--- src/design/psfr_pkg.sv ---
package psfr_pkg;

    localparam int MAX_FRAME_BYTES_DEF = 32;
    localparam int MAX_RESULTS         = 14;
    localparam int QUEUE_DEPTH         = 4;

    localparam logic [7:0] START_ONE_RST = 8'h42;
    localparam logic [7:0] START_TWO_RST = 8'h4D;

    // configuration register indexes
    localparam logic CFG_START_ONE = 1'b0;
    localparam logic CFG_START_TWO = 1'b1;

    // one classified payload event from the parser to the emitter
    typedef struct packed {
        logic       finish;    // frame end: ok/words/odd_tail valid, data unused
        logic       ok;        // checksum matched
        logic [3:0] words;     // data words to emit, already capped
        logic       odd_tail;  // final emitted word has only its high byte
        logic [7:0] data;      // payload byte to store
    } token_t;

endpackage

--- src/design/psfr_front.sv ---
module psfr_front #(
    parameter int MAX_FRAME_BYTES = psfr_pkg::MAX_FRAME_BYTES_DEF
) (
    input  logic              clk,
    input  logic              rst_n,
    input  logic              push,
    output logic              full,
    input  logic [7:0]        rx_byte,
    input  logic              cfg_we,
    input  logic              cfg_index,
    input  logic [7:0]        cfg_data,
    output logic              tok_push,
    output psfr_pkg::token_t  tok,
    input  logic              tok_full
);
    import psfr_pkg::*;

    localparam int STORE_DEPTH = MAX_FRAME_BYTES - 4;
    localparam int LW          = $clog2(STORE_DEPTH + 1);

    typedef enum logic [4:0] {
        PH_HUNT     = 5'b00001,
        PH_START2   = 5'b00010,
        PH_LEN_HIGH = 5'b00100,
        PH_LEN_LOW  = 5'b01000,
        PH_PAYLOAD  = 5'b10000
    } phase_t;

    phase_t          phase_reg, phase_next;
    logic [7:0]      sb1_reg, sb2_reg;
    logic [7:0]      len_high_reg, len_high_next;
    logic [LW-1:0]   pay_len_reg, pay_len_next;
    logic [LW-1:0]   count_reg, count_next;
    logic [15:0]     sum_reg, sum_next;
    logic [7:0]      prev_reg;

    logic            accept;
    logic [15:0]     len16;
    logic [LW:0]     count_plus2;
    logic [LW-1:0]   data_bytes;
    logic [LW-1:0]   words_raw;
    logic [7:0]      words_raw8;
    logic [3:0]      words_cap;
    logic            capped;

    assign full   = tok_full;
    assign accept = push && !tok_full;
    assign len16  = {len_high_reg, rx_byte};

    assign count_plus2 = {1'b0, count_reg} + (LW + 1)'(2);
    assign data_bytes  = pay_len_reg - LW'(2);
    assign words_raw   = LW'(({1'b0, data_bytes} + (LW + 1)'(1)) >> 1);
    assign words_raw8  = 8'(words_raw);
    assign capped      = words_raw8 > 8'(MAX_RESULTS);
    assign words_cap   = capped ? 4'(MAX_RESULTS) : words_raw8[3:0];

    always_comb
    begin
        phase_next     = phase_reg;
        len_high_next  = len_high_reg;
        pay_len_next   = pay_len_reg;
        count_next     = count_reg;
        sum_next       = sum_reg;
        tok_push       = 1'b0;
        tok.finish     = 1'b0;
        tok.ok         = ({prev_reg, rx_byte} == sum_reg);
        tok.words      = words_cap;
        tok.odd_tail   = data_bytes[0] && !capped;
        tok.data       = rx_byte;
        if (accept)
        begin
            case (phase_reg)
                PH_START2:
                begin
                    if (rx_byte == sb2_reg)
                    begin
                        sum_next   = sum_reg + 16'(rx_byte);
                        phase_next = PH_LEN_HIGH;
                    end
                end
                PH_LEN_HIGH:
                begin
                    len_high_next = rx_byte;
                    sum_next      = sum_reg + 16'(rx_byte);
                    phase_next    = PH_LEN_LOW;
                end
                PH_LEN_LOW:
                begin
                    sum_next       = sum_reg + 16'(rx_byte);
                    count_next     = '0;
                    pay_len_next   = LW'(len16);
                    if (len16 < 16'd2 || len16 > 16'(STORE_DEPTH))
                        phase_next = PH_HUNT;
                    else
                        phase_next = PH_PAYLOAD;
                end
                PH_PAYLOAD:
                begin
                    // checksum bytes stay out of the running sum
                    if (count_plus2 < {1'b0, pay_len_reg})
                        sum_next = sum_reg + 16'(rx_byte);
                    count_next = count_reg + LW'(1);
                    tok_push   = 1'b1;
                    if (count_reg + LW'(1) == pay_len_reg)
                    begin
                        tok.finish = 1'b1;
                        phase_next = PH_HUNT;
                    end
                end
                default:
                begin
                    phase_next = PH_HUNT;
                    if (rx_byte == sb1_reg)
                    begin
                        sum_next   = 16'(rx_byte);
                        count_next = '0;
                        phase_next = PH_START2;
                    end
                end
            endcase
        end
    end

    always_ff @(posedge clk or negedge rst_n)
    begin
        if (!rst_n)
        begin
            phase_reg     <= PH_HUNT;
            sb1_reg       <= START_ONE_RST;
            sb2_reg       <= START_TWO_RST;
            len_high_reg  <= '0;
            pay_len_reg   <= '0;
            count_reg     <= '0;
            sum_reg       <= '0;
        end
        else
        begin
            phase_reg     <= phase_next;
            len_high_reg  <= len_high_next;
            pay_len_reg   <= pay_len_next;
            count_reg     <= count_next;
            sum_reg       <= sum_next;
            if (cfg_we)
            begin
                if (cfg_index == CFG_START_ONE)
                    sb1_reg <= cfg_data;
                else
                    sb2_reg <= cfg_data;
            end
        end
    end

    // previous byte forms the high half of the trailing checksum
    always_ff @(posedge clk)
    begin
        if (accept)
            prev_reg <= rx_byte;
    end

endmodule

--- src/design/psfr_queue.sv ---
module psfr_queue (
    input  logic              clk,
    input  logic              rst_n,
    input  logic              wr_en,
    input  psfr_pkg::token_t  wr_tok,
    output logic              q_full,
    input  logic              rd_en,
    output psfr_pkg::token_t  rd_tok,
    output logic              q_empty
);
    import psfr_pkg::*;

    localparam int PW = $clog2(QUEUE_DEPTH);
    localparam int CW = $clog2(QUEUE_DEPTH + 1);

    token_t          slot_reg [QUEUE_DEPTH];
    logic [PW-1:0]   wr_ptr_reg, rd_ptr_reg;
    logic [CW-1:0]   count_reg;
    logic            do_wr, do_rd;

    assign q_full  = count_reg == CW'(QUEUE_DEPTH);
    assign q_empty = count_reg == '0;
    assign do_wr   = wr_en && !q_full;
    assign do_rd   = rd_en && !q_empty;
    assign rd_tok  = slot_reg[rd_ptr_reg];

    always_ff @(posedge clk or negedge rst_n)
    begin
        if (!rst_n)
        begin
            wr_ptr_reg <= '0;
            rd_ptr_reg <= '0;
            count_reg  <= '0;
        end
        else
        begin
            if (do_wr)
                wr_ptr_reg <= (wr_ptr_reg == PW'(QUEUE_DEPTH - 1)) ? '0 : wr_ptr_reg + PW'(1);
            if (do_rd)
                rd_ptr_reg <= (rd_ptr_reg == PW'(QUEUE_DEPTH - 1)) ? '0 : rd_ptr_reg + PW'(1);
            if (do_wr && !do_rd)
                count_reg <= count_reg + CW'(1);
            else if (do_rd && !do_wr)
                count_reg <= count_reg - CW'(1);
        end
    end

    always_ff @(posedge clk)
    begin
        if (do_wr)
            slot_reg[wr_ptr_reg] <= wr_tok;
    end

endmodule

--- src/design/psfr_back.sv ---
module psfr_back #(
    parameter int MAX_FRAME_BYTES = psfr_pkg::MAX_FRAME_BYTES_DEF
) (
    input  logic              clk,
    input  logic              rst_n,
    input  psfr_pkg::token_t  tok,
    input  logic              tok_empty,
    output logic              tok_pop,
    output logic              empty,
    input  logic              pop,
    output logic              status,
    output logic [3:0]        word_index,
    output logic [15:0]       word_value,
    output logic              last
);
    import psfr_pkg::*;

    localparam int STORE_DEPTH = MAX_FRAME_BYTES - 4;
    localparam int BAW         = $clog2(STORE_DEPTH);
    localparam int EW          = (STORE_DEPTH + 1) / 2;
    localparam int WAW         = BAW - 1;

    typedef enum logic [3:0] {
        B_IDLE = 4'b0001,
        B_READ = 4'b0010,
        B_EMIT = 4'b0100,
        B_ERR  = 4'b1000
    } bstate_t;

    bstate_t         state_reg, state_next;
    logic [BAW-1:0]  ptr_reg, ptr_next;
    logic [3:0]      k_reg, k_next;
    logic [3:0]      n_reg, n_next;
    logic            odd_reg, odd_next;

    // even bytes of each word in one bank, odd bytes in the other
    logic [7:0]      mem_even [EW];
    logic [7:0]      mem_odd  [EW];
    logic [7:0]      rd_even_reg, rd_odd_reg;

    logic            out_valid_reg, out_valid_next;
    logic            status_reg, status_next;
    logic [3:0]      index_reg, index_next;
    logic [15:0]     value_reg, value_next;
    logic            last_reg, last_next;

    logic            slot_free;
    logic            mem_we;
    logic            is_last;
    logic [WAW-1:0]  rd_addr;

    assign slot_free = !out_valid_reg || pop;
    assign is_last   = (k_reg + 4'd1) == n_reg;
    assign rd_addr   = WAW'(k_reg);

    assign empty      = !out_valid_reg;
    assign status     = status_reg;
    assign word_index = index_reg;
    assign word_value = value_reg;
    assign last       = last_reg;

    always_comb
    begin
        state_next     = state_reg;
        ptr_next       = ptr_reg;
        k_next         = k_reg;
        n_next         = n_reg;
        odd_next       = odd_reg;
        tok_pop        = 1'b0;
        mem_we         = 1'b0;
        out_valid_next = out_valid_reg && !pop;
        status_next    = status_reg;
        index_next     = index_reg;
        value_next     = value_reg;
        last_next      = last_reg;
        case (state_reg)
            B_IDLE:
            begin
                if (!tok_empty)
                begin
                    tok_pop = 1'b1;
                    if (!tok.finish)
                    begin
                        mem_we   = 1'b1;
                        ptr_next = ptr_reg + BAW'(1);
                    end
                    else
                    begin
                        ptr_next = '0;
                        k_next   = '0;
                        n_next   = tok.words;
                        odd_next = tok.odd_tail;
                        if (!tok.ok)
                            state_next = B_ERR;
                        else if (tok.words != 4'd0)
                            state_next = B_READ;
                    end
                end
            end
            B_READ:
            begin
                state_next = B_EMIT;
            end
            B_EMIT:
            begin
                if (slot_free)
                begin
                    out_valid_next = 1'b1;
                    status_next    = 1'b0;
                    index_next     = k_reg;
                    value_next     = {rd_even_reg, (is_last && odd_reg) ? 8'd0 : rd_odd_reg};
                    last_next      = is_last;
                    k_next         = k_reg + 4'd1;
                    state_next     = is_last ? B_IDLE : B_READ;
                end
            end
            B_ERR:
            begin
                if (slot_free)
                begin
                    out_valid_next = 1'b1;
                    status_next    = 1'b1;
                    index_next     = 4'd0;
                    value_next     = 16'd0;
                    last_next      = 1'b1;
                    state_next     = B_IDLE;
                end
            end
            default:
            begin
                state_next = B_IDLE;
            end
        endcase
    end

    always_ff @(posedge clk or negedge rst_n)
    begin
        if (!rst_n)
        begin
            state_reg     <= B_IDLE;
            ptr_reg       <= '0;
            k_reg         <= '0;
            n_reg         <= '0;
            odd_reg       <= 1'b0;
            out_valid_reg <= 1'b0;
        end
        else
        begin
            state_reg     <= state_next;
            ptr_reg       <= ptr_next;
            k_reg         <= k_next;
            n_reg         <= n_next;
            odd_reg       <= odd_next;
            out_valid_reg <= out_valid_next;
        end
    end

    always_ff @(posedge clk)
    begin
        status_reg <= status_next;
        index_reg  <= index_next;
        value_reg  <= value_next;
        last_reg   <= last_next;
    end

    always_ff @(posedge clk)
    begin
        if (mem_we)
        begin
            if (ptr_reg[0])
                mem_odd[ptr_reg[BAW-1:1]] <= tok.data;
            else
                mem_even[ptr_reg[BAW-1:1]] <= tok.data;
        end
        if (state_reg == B_READ)
        begin
            rd_even_reg <= mem_even[rd_addr];
            rd_odd_reg  <= mem_odd[rd_addr];
        end
    end

endmodule

--- src/design/particle_sensor_frame_receiver_core.sv ---
// Particle sensor frame receiver.
// Input side is a queue: present rx_byte with push; a byte is taken on a
// clock edge where push is high and full is low. Results come out of a
// queue as well: while empty is low, status/word_index/word_value/last
// show the oldest result, and pop takes it.
// Configuration: cfg_valid/cfg_ready with cfg_index (0 first start byte,
// 1 second start byte) and cfg_data; cfg_ready is always high.
// A byte is classified combinationally and handed to the emitter through
// a four-entry token queue. The emitter stores one payload byte per cycle
// while idle and takes no tokens while it emits a frame's results. At
// frame end each data word is read from both payload banks in a read
// state and registered in an emit state; a checksum error result is
// registered directly. The input takes a byte whenever the token queue has room.
// Reset: start bytes return to 0x42 and 0x4D, the parser hunts for the
// first start byte, both queues are empty; the payload store needs no
// clearing pass.
// A stalled result consumer holds the emitter; tokens then back up and
// full rises once the token queue holds four.
module particle_sensor_frame_receiver_core #(
    parameter int MAX_FRAME_BYTES = psfr_pkg::MAX_FRAME_BYTES_DEF
) (
    input  logic        clk,
    input  logic        rst_n,
    input  logic        push,
    output logic        full,
    input  logic [7:0]  rx_byte,
    output logic        empty,
    input  logic        pop,
    output logic        status,
    output logic [3:0]  word_index,
    output logic [15:0] word_value,
    output logic        last,
    input  logic        cfg_valid,
    output logic        cfg_ready,
    input  logic        cfg_index,
    input  logic [7:0]  cfg_data
);
    import psfr_pkg::*;

    token_t  front_tok;
    token_t  back_tok;
    logic    tok_push;
    logic    tok_full;
    logic    tok_pop;
    logic    tok_empty;

    assign cfg_ready = 1'b1;

    psfr_front #(
        .MAX_FRAME_BYTES (MAX_FRAME_BYTES)
    ) u_front (
        .clk       (clk),
        .rst_n     (rst_n),
        .push      (push),
        .full      (full),
        .rx_byte   (rx_byte),
        .cfg_we    (cfg_valid && cfg_ready),
        .cfg_index (cfg_index),
        .cfg_data  (cfg_data),
        .tok_push  (tok_push),
        .tok       (front_tok),
        .tok_full  (tok_full)
    );

    psfr_queue u_queue (
        .clk     (clk),
        .rst_n   (rst_n),
        .wr_en   (tok_push),
        .wr_tok  (front_tok),
        .q_full  (tok_full),
        .rd_en   (tok_pop),
        .rd_tok  (back_tok),
        .q_empty (tok_empty)
    );

    psfr_back #(
        .MAX_FRAME_BYTES (MAX_FRAME_BYTES)
    ) u_back (
        .clk        (clk),
        .rst_n      (rst_n),
        .tok        (back_tok),
        .tok_empty  (tok_empty),
        .tok_pop    (tok_pop),
        .empty      (empty),
        .pop        (pop),
        .status     (status),
        .word_index (word_index),
        .word_value (word_value),
        .last       (last)
    );

endmodule
--- config.mk ---
export PLATFORM = sky130hd
export DESIGN_NAME = particle_sensor_frame_receiver_core
export DESIGN_NICKNAME = d
export VERILOG_FILES = /design/src/design/psfr_pkg.sv /design/src/design/psfr_front.sv /design/src/design/psfr_queue.sv /design/src/design/psfr_back.sv /design/src/design/particle_sensor_frame_receiver_core.sv
export SDC_FILE = /design/constraint.sdc
export NUM_CORES = 1
export LEC_CHECK = 0
export BUFFER_PORTS_ARGS = -buffer_cell sky130_fd_sc_hd__buf_2
export CORE_MARGIN = 3
export CORE_UTILIZATION = 40
export CTS_BUF_LIST = sky130_fd_sc_hd__clkbuf_4 sky130_fd_sc_hd__clkbuf_8
export DETAILED_ROUTE_END_ITERATION = 10
export SETUP_SLACK_MARGIN = 0.2
export SKIP_LAST_GASP = 1
export SYNTH_ARGS = -nofsm -noshare
export SYNTH_HDL_FRONTEND = slang
export SYNTH_SLANG_ARGS = --single-unit
--- constraint.sdc ---
create_clock -name clk -period 5.5 [get_ports clk]
set_input_delay 0 -clock clk [delete_from_list [all_inputs] [get_ports clk]]
set_output_delay 0 -clock clk [all_outputs]
set_load 0.02 [all_outputs]
Word level (Yosys, flattened, before mapping)
Memories as Yosys holds them, arrays and structs flattened. A register that Yosys moved wholly into a read port is not among the register bits.
Index checks and enable logic that the tools add are counted.

operators by class
  $add $sub $neg = 11
  magnitude comparators = 4
  equality and inequality tests = 24
  mux-type cells = 61
  bitwise logic cells = 3
  reduce and logical (&&, ||, !) cells = 39

operators with widths
  operator                                                                       count
  16-bit two-way mux                                                             5
  4-bit two-way mux                                                              12
  16-bit case mux with 3 select lines                                            1
  16-bit case mux with 2 select lines                                            1
  5-bit two-way mux                                                              5
  1-bit two-way mux                                                              23
  5-bit case mux with 4 select lines                                             1
  16-bit by 8-bit adder with 16-bit output                                       1
  16-bit equality test                                                           1
  8-bit equality test                                                            2
  16-bit by 5-bit > comparator with 1-bit output, second input constant          1
  16-bit by 2-bit less-than comparator with 1-bit output, second input constant  1
  4-bit case mux with 2 select lines                                             2
  4-bit case mux with 4 select lines                                             1
  5-bit case mux with 3 select lines                                             1
  2-bit by 1-bit != test with 1-bit output, second input constant                6
  3-bit AND reduction                                                            4
  5-bit by 1-bit adder with 5-bit output, second input constant                  2
  2-bit AND reduction                                                            5
  1-bit logical AND                                                              8
  2-bit two-way mux                                                              4
  8-bit two-way mux                                                              1
  4-bit AND reduction                                                            2
  4-bit nonzero test                                                             2
  33 further kinds                                                               50

word-level totals
  register bits after elaboration = 111
  RAM bits = 284
  input bits = 22
  memories = 3

memory list
  name              depth  width  rd ports  clocked after memory_dff  write ports  line              source
  u_back.mem_even   14     8      1         1                         1            psfr_back.sv:37   logic [7:0] mem_even [EW];
  u_back.mem_odd    14     8      1         1                         1            psfr_back.sv:38   logic [7:0] mem_odd [EW];
  u_queue.slot_reg  4      15     1         0                         1            psfr_queue.sv:16  token_t slot_reg [QUEUE_DEPTH];

Depth between registers and ports, before layout
  word-level depth = 9
  mapped depth = 12

Hierarchy
Synthesis repeated with hierarchy kept, for this count alone.

second synthesis, totals
  cell total of the unflattened synthesis = 1,023
  area, all modules = 17,793.3 um2

modules (own cells, without submodules)
  module                               instances  cells each  area an instance (um2)  sequential area each (um2)
  psfr_back                            1          541         11,238.3                8,344.3
  psfr_front                           1          364         3,915.0                 1,625.3
  psfr_queue                           1          116         2,628.8                 1,976.9
  particle_sensor_frame_receiver_core  1          2           11.3                    0.0

Worst setup path after synthesis
Ideal clock, no wire load.

  path kind = register -> register
  start = register u_queue.count_reg[0]
  end = register u_queue.count_reg[1]
  library setup time = 0.125 ns
  arrival = 2.770 ns
  path slack = 2.606 ns
  stages on the path, launching flop included = 10
  period minus slack after synthesis = 2.894 ns
  cells stage by stage = dfrtp_1 > nor3b_1 > nor2b_1 > clkbuf_1 > nand2_1 > inv_1 > ha_1 > inv_1 > fa_1 > mux2_2

on the way
  cells in the longest elaborated chain, start to end = 8

RTL lines
  what                                 line                                       source
  from (decl)                          psfr_queue.sv:18                           logic [CW-1:0] count_reg;
  from (signal assigned)               psfr_queue.sv:42                           count_reg <= count_reg + CW'(1);
  from (signal assigned)               psfr_queue.sv:44                           count_reg <= count_reg - CW'(1);
  3-bit equality test *                psfr_queue.sv:21                           assign q_full = count_reg == CW'(QUEUE_DEPTH);
  named net full                       particle_sensor_frame_receiver_core.sv:25  output logic full,
  1-bit logical NOT *                  psfr_front.sv:47                           assign accept = push && !tok_full;
  1-bit logical AND *                  psfr_front.sv:47
  named net u_front.accept             psfr_front.sv:37                           logic accept;
  1-bit two-way mux *                  psfr_front.sv:70                           if (accept)
  1-bit logical AND *                  psfr_queue.sv:23                           assign do_wr = wr_en && !q_full;
  named net u_queue.do_wr              psfr_queue.sv:19                           logic do_wr, do_rd;
  1-bit logical NOT                    psfr_queue.sv:43                           else if (do_rd && !do_wr)
  1-bit logical AND                    psfr_queue.sv:43
  2-bit nonzero test (no source line)  --

Mark *: on every way through the listed nets, which the timed path passes. The rest lies on a longest branch. The select of a mux whose other input is x is not followed.
A chain may end at the register's enable or synchronous reset.

Final worst setup path
  start = register u_back.state_reg[0]
  end = memory u_back.mem_even[0][7] (enable)

on the way
  cells in the longest elaborated chain, start to end = 4

RTL lines
  what                                            line              source
  from (decl)                                     psfr_back.sv:30   bstate_t state_reg, state_next;
  from (signal assigned)                          psfr_back.sv:149  state_reg <= state_next;
  4-bit by 1-bit equality test with 1-bit output  psfr_back.sv:76   case (state_reg)
  1-bit two-way mux                               psfr_back.sv:76
  1-bit two-way mux                               psfr_back.sv:168  if (mem_we)
  1-bit two-way mux (implied by the code)         psfr_back.sv:173  mem_even[ptr_reg[BAW-1:1]] <= tok.data;
  to (decl)                                       psfr_back.sv:37

Every way passes these cells.

==> metrics.csv <==
metric,value,unit
power density over cell area,415,mW/mm^2
final setup fails,0,
"Clk pin slew, worst setup/hold paths",60,ps
post-synthesis average cell area,17.1,sq um
Setup Skew,40.2,ps
worst-path cell chain,"nor2b_1, and2_1, nand2_1, nor3_1, nand2_1, nor3_1",
DP Wirelength,21500,um
post-route core utilization,46.8,%
worst hold slack,176,ps
Fmax,289,MHz
RSZ-0062 raised after global routing,no,
io pins,47,
Reg area,0.0120,sq mm
Final Hold Viols,0,
syn_nets,1053,
GP Congestion,0.767,
first-pass GRT wire length,55000,um
TritonCTS Sinks,411,
sequential area share after synthesis,69.6,%
CP startpoint kind,register,
num rows,75,
# fillers,3585,
Worst IR Drop VDD,0.179,mV
GRT Residual Overflow,0,
# diodes,0,
area taken by multi-input logic gates,0.00497,sq mm
final wirelength,34900,um
Max Cap Violations,0,
Die W,213,um
slew margin rel.,21.1,%
ys async rst share,19.7,%
H-tree depth,3,
Tot GR Track Use,16.0,%
post-synthesis cell area,0.0172,sq mm
Min-Delay Path Depth,3,
Initial Util,40.8,%
"antenna viol nets, final",0,
Yosys Warn Count,0,
port bufs,45,
unique cell type count in the Yosys netlist,51,
Yosys reg bits,411,
Routed wire per std cell,20.4,um
Pre-Repair DR Iteration Count,5,
Core Box Area,0.0421,sq mm
Worst Setup End Kind,register,
post-placement cell area,0.0180,sq mm
Finished Cell Area,0.0197,sq mm
min-delay src,cfg_data[2],
crit path max-delay cell type,nor3_1,
"Slew Viols, Final",0,
CTS tree,done,
vias per cell,5.30,
crit path DAT,3670,ps
Leak,6.76,nW
Root Driver,clkbuf_8,
"slowest stage delay, CP",930,ps
initial drt markers,569,
Final period util,62.9,%
initial antenna violation count,0,
vias post-DR,9069,
status,completed,
die area,0.0455,sq mm
clk_lat worst skew,620,ps
Fin Setup TNS,0,ps
Worst-Margin Slew,1170,ps
Reg2Reg Setup Slack,2040,ps
Synth Instances,1003,
worst reg2reg path depth,6,
CTS Buf Count,72,
hold worst-path end,u_front.sb2_reg[2],
"EDFF count, synth",330,
worst reg2reg path startpoint,u_back.state_reg[0],
required time worst endpoint,5710,ps
number of global-route vias before repair,9464,
die height,213,um
CP Class,reg -> reg,
minimum clock period,3460,ps
crit-path max FO,13,
fin nets,1167,
Area Growth Syn to Fin,14.7,%
top_reg_cell synth,edfxtp_1,
total power,0.00818,W
HP Class,in -> reg,
DRC,0,
clk buf depth,3,
largest net degree at the start of global routing,51,
r2r endpoint,u_back.mem_even[0][7],
share of cells above drive strength 1,27.8,%
-- area by class of cell --
cell class | instances | area share, %
multi-input cells | 530 | 25.2
well taps | 539 | 3.42
clock buffers | 105 | 6.45
repair buffers | 82 | 2.93
clock inverters | 23 | 0.908
inverters | 20 | 0.381
flip-flops and latches | 411 | 60.7
-- logic make-up (layout without fill, tap and decap cells) --
| family | after synthesis | in the layout | share of synthesized area [%] |
|---|---|---|---|
| adders and majority gates | 28 | 28 | 2.13 |
| xor gates and xnor gates | 53 | 53 | 2.70 |
| and+or+nand+nor | 217 | 217 | 6.39 |
| other | 1 | 1 | 0.0218 |
| muxes | 141 | 141 | 14.4 |
| DFF | 411 | 411 | 69.6 |
| AOI/OAI and AO/OA | 90 | 90 | 3.28 |
| buffers and inverters | 62 | 230 | 1.55 |
-- layer usage --
metal  wire, um  GRT usage, %  up-vias
li1           -             -     4147
met1      15300          22.0     4659
met2      17100          25.9      203
met3       1670          2.98       60
met4        769          5.49        0
met5          0             0        -
-- power breakdown --
part	switching [W]	internal (W)	total, W
clock network	0.00122	0.00158	0.00280
logic	0.000810	0.000487	0.00130
registers	0.000191	0.00389	0.00408
-- synth_stat cells (all sizes together) (13+ instances only) --
master  instances  area [sq um]
nor3           15          75.1
nand2          52           195
clkbuf         26          97.6
o21ai          31           155
a21oi          22           110
nor2           48           180
dfrtp          73          1830
buf            16          93.8
mux4           79          1780
inv            20          75.1
nor2b          20           125
mux2           53           597
edfxtp        330          9910
xnor2          40           350
nand3          17          85.1
ha             26           325
xor2           13           114
-- metrics by stage --
stage | worst slack [ps] | instances
after floorplan | 2610 | 1003
after global placement | 2090 | 1557
after detailed placement | 1970 | 1557
after CTS | 1950 | 1710
after global routing | 1650 | 1710
final | 2040 | 1710
-- layout by cell type, fill, tap and decap left out, types with 22 or more instances in the layout --
| cell | n |
|---|---|
| edfxtp_1 | 330 |
| mux4_2 | 79 |
| clkbuf_8 | 77 |
| dfrtp_1 | 71 |
| mux2_2 | 53 |
| nand2_1 | 52 |
| nor2_1 | 47 |
| buf_2 | 44 |
| xnor2_1 | 40 |
| o21ai_0 | 29 |
| clkbuf_4 | 28 |
| ha_1 | 26 |
| dlygate4sd3_1 | 24 |
| a21oi_1 | 22 |
-- timing repair --
action | in CTS | in global routing
setup buffers | 0 | 0
endpoints found under the hold margin | 169 | 0
resized for setup | 0 | 0
hold buffers | 25 | 0
-- worst max path at each step --
| stage | end | depth (start not counted) | slack [ps] | start |
|---|---|---|---|---|
| 2_1_floorplan | u_queue.count_reg[1] | 9 | 2610 | u_queue.count_reg[0] |
| 3_3_place_gp | u_back.mem_even[0][7] | 6 | 2090 | u_back.state_reg[0] |
| 3_5_place_dp | u_back.mem_even[4][1] | 6 | 1970 | u_back.state_reg[0] |
| 4_1_cts | u_back.mem_even[4][0] | 6 | 1950 | u_back.state_reg[0] |
| 5_1_grt | u_back.mem_even[0][6] | 6 | 1650 | u_back.state_reg[0] |
| 6_report | u_back.mem_even[0][7] | 6 | 2040 | u_back.state_reg[0] |
-- critical path: cells and delay by family, from the launching register on --
family	cells	cell delay (ps)
DFF	1	570
and+or+nand+nor	6	2510
Power figures use the tool's default switching activity.
